**src/rtl/cpno_pkg.sv**
```systemverilog
package cpno_pkg;

   localparam int CoordWidth = 32;
   localparam int WideWidth  = 64;
   localparam int RootBits   = 32;
   localparam int QuoBits    = 32;
   localparam int AddrWidth  = 3;

   localparam logic [AddrWidth-1:0] ADDR_OFFSET_LENGTH = 3'd0;

   typedef struct packed {
      logic [CoordWidth-1:0] px;
      logic [CoordWidth-1:0] py;
      logic [CoordWidth-1:0] pz;
      logic [CoordWidth-1:0] offmag;
      logic [CoordWidth-1:0] ax;
      logic [CoordWidth-1:0] ay;
      logic [4:0]            sh;
      logic                  degen;
      logic                  negx;
      logic                  negy;
   } front_type;

   typedef struct packed {
      logic [CoordWidth-1:0] px;
      logic [CoordWidth-1:0] py;
      logic [CoordWidth-1:0] pz;
      logic                  degen;
      logic                  negx;
      logic                  negy;
   } point_type;

   typedef struct packed {
      point_type            pt;
      logic [WideWidth-1:0] prod_x;
      logic [WideWidth-1:0] prod_y;
   } sq_side_type;

endpackage

```
**src/rtl/cpno_sqrt_pipe.sv**
```systemverilog
module cpno_sqrt_pipe (
   input  logic                               clock,
   input  logic                               en,
   input  logic [cpno_pkg::WideWidth-1:0]     radicand,
   output logic [cpno_pkg::RootBits-1:0]      root
);

   logic [cpno_pkg::WideWidth-1:0] rem_ff [cpno_pkg::RootBits];
   logic [cpno_pkg::RootBits-1:0]  res_ff [cpno_pkg::RootBits];

   // one root bit per stage, msb first
   for (genvar k = 0; k < cpno_pkg::RootBits; k++) begin : g_stage
      localparam int Bit = cpno_pkg::RootBits - 1 - k;
      logic [cpno_pkg::WideWidth-1:0] rem_cur;
      logic [cpno_pkg::RootBits-1:0]  res_cur;
      logic [cpno_pkg::WideWidth-1:0] trial;
      logic [cpno_pkg::WideWidth-1:0] rem_in;
      logic [cpno_pkg::RootBits-1:0]  res_in;

      if (k == 0) begin : g_first
         assign rem_cur = radicand;
         assign res_cur = '0;
      end else begin : g_next
         assign rem_cur = rem_ff[k-1];
         assign res_cur = res_ff[k-1];
      end

      always_comb begin
         trial = ({{(cpno_pkg::WideWidth-cpno_pkg::RootBits){1'b0}}, res_cur} << (Bit + 1))
                 | ({{(cpno_pkg::WideWidth-1){1'b0}}, 1'b1} << (2 * Bit));
         if (rem_cur >= trial) begin
            rem_in = rem_cur - trial;
            res_in = res_cur | ({{(cpno_pkg::RootBits-1){1'b0}}, 1'b1} << Bit);
         end else begin
            rem_in = rem_cur;
            res_in = res_cur;
         end
      end

      always_ff @(posedge clock) begin
         if (en) begin
            rem_ff[k] <= rem_in;
            res_ff[k] <= res_in;
         end
      end
   end

   assign root = res_ff[cpno_pkg::RootBits-1];

endmodule

```
**config.mk**
```make
export PLATFORM = sky130hd
export DESIGN_NAME = cpno_sqrt_pipe
export DESIGN_NICKNAME = d
export VERILOG_FILES = /design/src/rtl/cpno_pkg.sv /design/src/rtl/cpno_sqrt_pipe.sv
export SDC_FILE = /design/constraint.sdc
export NUM_CORES = 2
export LEC_CHECK = 0
export BUFFER_PORTS_ARGS = -buffer_cell sky130_fd_sc_hd__buf_4
export CAP_MARGIN = 20
export CORE_ASPECT_RATIO = 1.2
export CORE_MARGIN = 4
export CORE_UTILIZATION = 60
export CTS_CLUSTER_DIAMETER = 60
export DETAILED_ROUTE_END_ITERATION = 10
export PLACE_DENSITY = 0.76
export SLEW_MARGIN = 20
export SYNTH_ARGS = -nofsm -noshare
export SYNTH_HDL_FRONTEND = slang
export SYNTH_SLANG_ARGS = --single-unit
```
**constraint.sdc**
```tcl
create_clock -name clock -period 7.54 [get_ports clock]
set_input_delay 1.131 -clock clock [delete_from_list [all_inputs] [get_ports clock]]
set_output_delay 1.131 -clock clock [all_outputs]
set_load 0.05 [all_outputs]
```
==> qor.csv <==
metric,value,unit
number_of_levels_in_the_clock_h_tree,4,
remaining_drc_errors,0,
period_share,65.3,%
postSynthNetCount,10300,
cp_top_family,simple AND/OR/NAND/NOR gates,
worst_slew_pin_slew,1.19,ns
synth_seq_cells,2512,
ys_async_sr_fraction,0,%
ys.warnings.count,0,
maxSlewHeadroom,20.5,%
whs_path_depth,1,
routed-via-count,78900,
die_w,418,um
clock_tree.buffer_depth,3,
worstPathCellList,ha_1 -> nand4_1 -> or4_1 -> nor4_1 -> nor4_1 -> o211ai_2 -> buf_4 -> nor3b_2 -> o211ai_1 -> nor4_1 -> xor2_1,
post_synth_inst_count,9655,
cts_tree,done,
yosys.area.top_type_share,62.4,%
report.final.hold_viol_count,0,
post_layout_instance_area,133000,sq um
critical_path.n_buffers_inverters,1,
synth_ff_type,edfxtp_1,
power.ir.vdd_worst,0.245,mV
core.rowCount,180,
finalWorstSetupSlack,2.61,ns
hold_class,in -> reg,
cpMostUsedCell,nor4_1,
cts_hold_repair.buffers,0,
final_core_utilization,66.4,%
die_area,209000,sq um
timing.setup.critical_path_class,reg -> reg,
setup_tns,0,ns
achievable-frequency,0.203,GHz
leakagePower,49.9,nW
maxSlewViolCount,0,
post_syn_area_per_cell,12.5,sq um
yosysSeqAreaShare,62.4,%
tritoncts.num_buffers,241,
timing.critical_path.arrival,5.55,ns
grt_pass1_vias,77800,
first_pass_iters,6,
coreArea,200000,sq um
timing.clock.skew,0.0513,ns
finalWeightedCongestion,0.981,
preCtsSetupSlack,2.58,ns
worst_setup_path_end_kind,flop,
most_common_cell_in_the_netlist,edfxtp_1,
critical_path_peak_fanout,42,
detailed_place_hpwl,245000,um
drive_gt1_share,7.29,%
cts_post_setup_buffers_inserted,0,
drt_first_iter_violations,6974,
cpPeakStageDelay,0.91,ns
cp_slowest_cell,nor4_1,
postRouteAntennaNets,0,
io_buffers,97,
root_buffer,clkbuf_16,
synth_area_leaders,"edfxtp_1 (62%), ha_1 (5.8%), xnor2_1 (3.3%), xor2_1 (3.1%), a21oi_1 (2.8%)",
start_util,60.3,%
postCtsResizedCells,0,
grt_antenna_before_repair,7,
top_cell_type_by_total_area_after_synthesis,edfxtp_1,
outcome,"finished, final reports clean",
congestion_overflow_gr,0,
synth_cell_type_count,98,
average_via_count_per_standard_cell,6.21,
layout-area-overhead-vs-synth,10.1,%
route.detailed.wl_per_inst,25.4,um
dpl_cell_area,125000,sq um
most_numerous_cell_types_in_the_synthesized_netlist,"edfxtp_1 (2,512), inv_1 (676), a21oi_1 (666)",
source_to_sink_clock_delay_at_the_later_pin_of_the_worst_skew_pair,0.91,ns
total_power_density_per_cell_area,306,nW/um^2
groute.usage.overall,30.5,%
grt_first_pass_wirelength,479000,um
crit_cells,11,
pin_count_of_the_biggest_net_entering_global_routing,206,
setup_repair_after_global_routing_missed_its_margin,false,
maxCapViolations,0,
cts_num_sinks,2512,
dieHeight,500,um
critical_path.startpoint_type,flop,
post_synthesis_instance_area,121000,sq um
cp_data_required_time,8.16,ns
nNetsFinal,10500,
top_ports,98,
synth-edff-count,2512,
period_minus_slack,4.93,ns
routed_wirelength,323000,um
worst_r2r_path_depth,11,
clkSlewWorstSetupHoldPaths,0.07,ns
setup_viol,0,
[layout make-up]
cell class / instances / area (sq um)
Antenna cell: 2 / 5.00
Clock buffer: 276 / 6160
Clock inverter: 179 / 2130
Fill cell: 14500 / 67300
Inverter: 682 / 2560
Multi-Input combinational cell: 6254 / 42200
Sequential cell: 2512 / 75400
Tap cell: 2639 / 3300
Timing Repair Buffer: 170 / 1400
[routing by layer]
metal | GRT usage (%) | part of all wire (%) | vias to the layer above
li1 | - | - | 36700
met1 | 34.8 | 36 | 38700
met2 | 55.4 | 52 | 2775
met3 | 4.44 | 5.4 | 735
met4 | 16.0 | 6.2 | 2
met5 | 0 | 0.0028 | -
[report_power, final]
group	total [W]	switching, W	internal (W)
combinational	0.00888	0.00536	0.00352
clock	0.0125	0.00545	0.00704
sequential	0.0194	0.00165	0.0178
total	0.0408	0.0125	0.0283
[placed cells by master, fill, tap and decap left out, types with 241 or more instances in the layout]
master     synthesis  routed
a21oi_1          666     665
clkbuf_16          0     241
edfxtp_1        2512    2512
ha_1             558     558
inv_1            676     676
nand2_1          573     572
nor2_1           664     664
nor3_1           266     266
nor4_1           341     341
o21ai_0          420     420
xnor2_1          450     450
xor2_1           427     427
[stage by stage]
step,std cells,power (W),hold WS (ns)
5_1_grt,12700,0.0426,0.338
3_5_place_dp,12300,0.0284,0.430
2_1_floorplan,9655,0.0251,0.417
6_report,12700,0.0408,0.399
3_3_place_gp,12300,0.0282,0.425
4_1_cts,12700,0.0409,0.322
[flip-flops by register name, summed over array words and instances (netlist names)]
register,flops
res_ff,528
rem_ff,1984
[cell families (layout without fill, tap and decap cells)]
kind of cell               after synthesis  count (layout)  share of synthesized area [%]
adders and majority gates              558             558                           5.77
other                                    0               2                              0
DFF                                   2512            2512                           62.4
muxes                                  108             108                          0.994
AOI/OAI and AO/OA                     1835            1835                           9.36
xor gates and xnor gates               877             877                           6.35
buffers and inverters                  889            1307                           2.78
and+or+nand+nor                       2876            2876                           12.3
[path summary, 6_finish.rpt]
kind / startpoint / end / slack (ns)
setup / recovery: rem_ff[1][233] / rem_ff[1][319] / 2.61
hold / removal: radicand[16] / rem_ff[0][16] / 0.40
setup reg to reg: rem_ff[1][233] / rem_ff[1][319] / 2.61
hold reg to reg: res_ff[1][436] / res_ff[1][468] / 0.43
No activity file was read; power rests on OpenSTA's default activity.
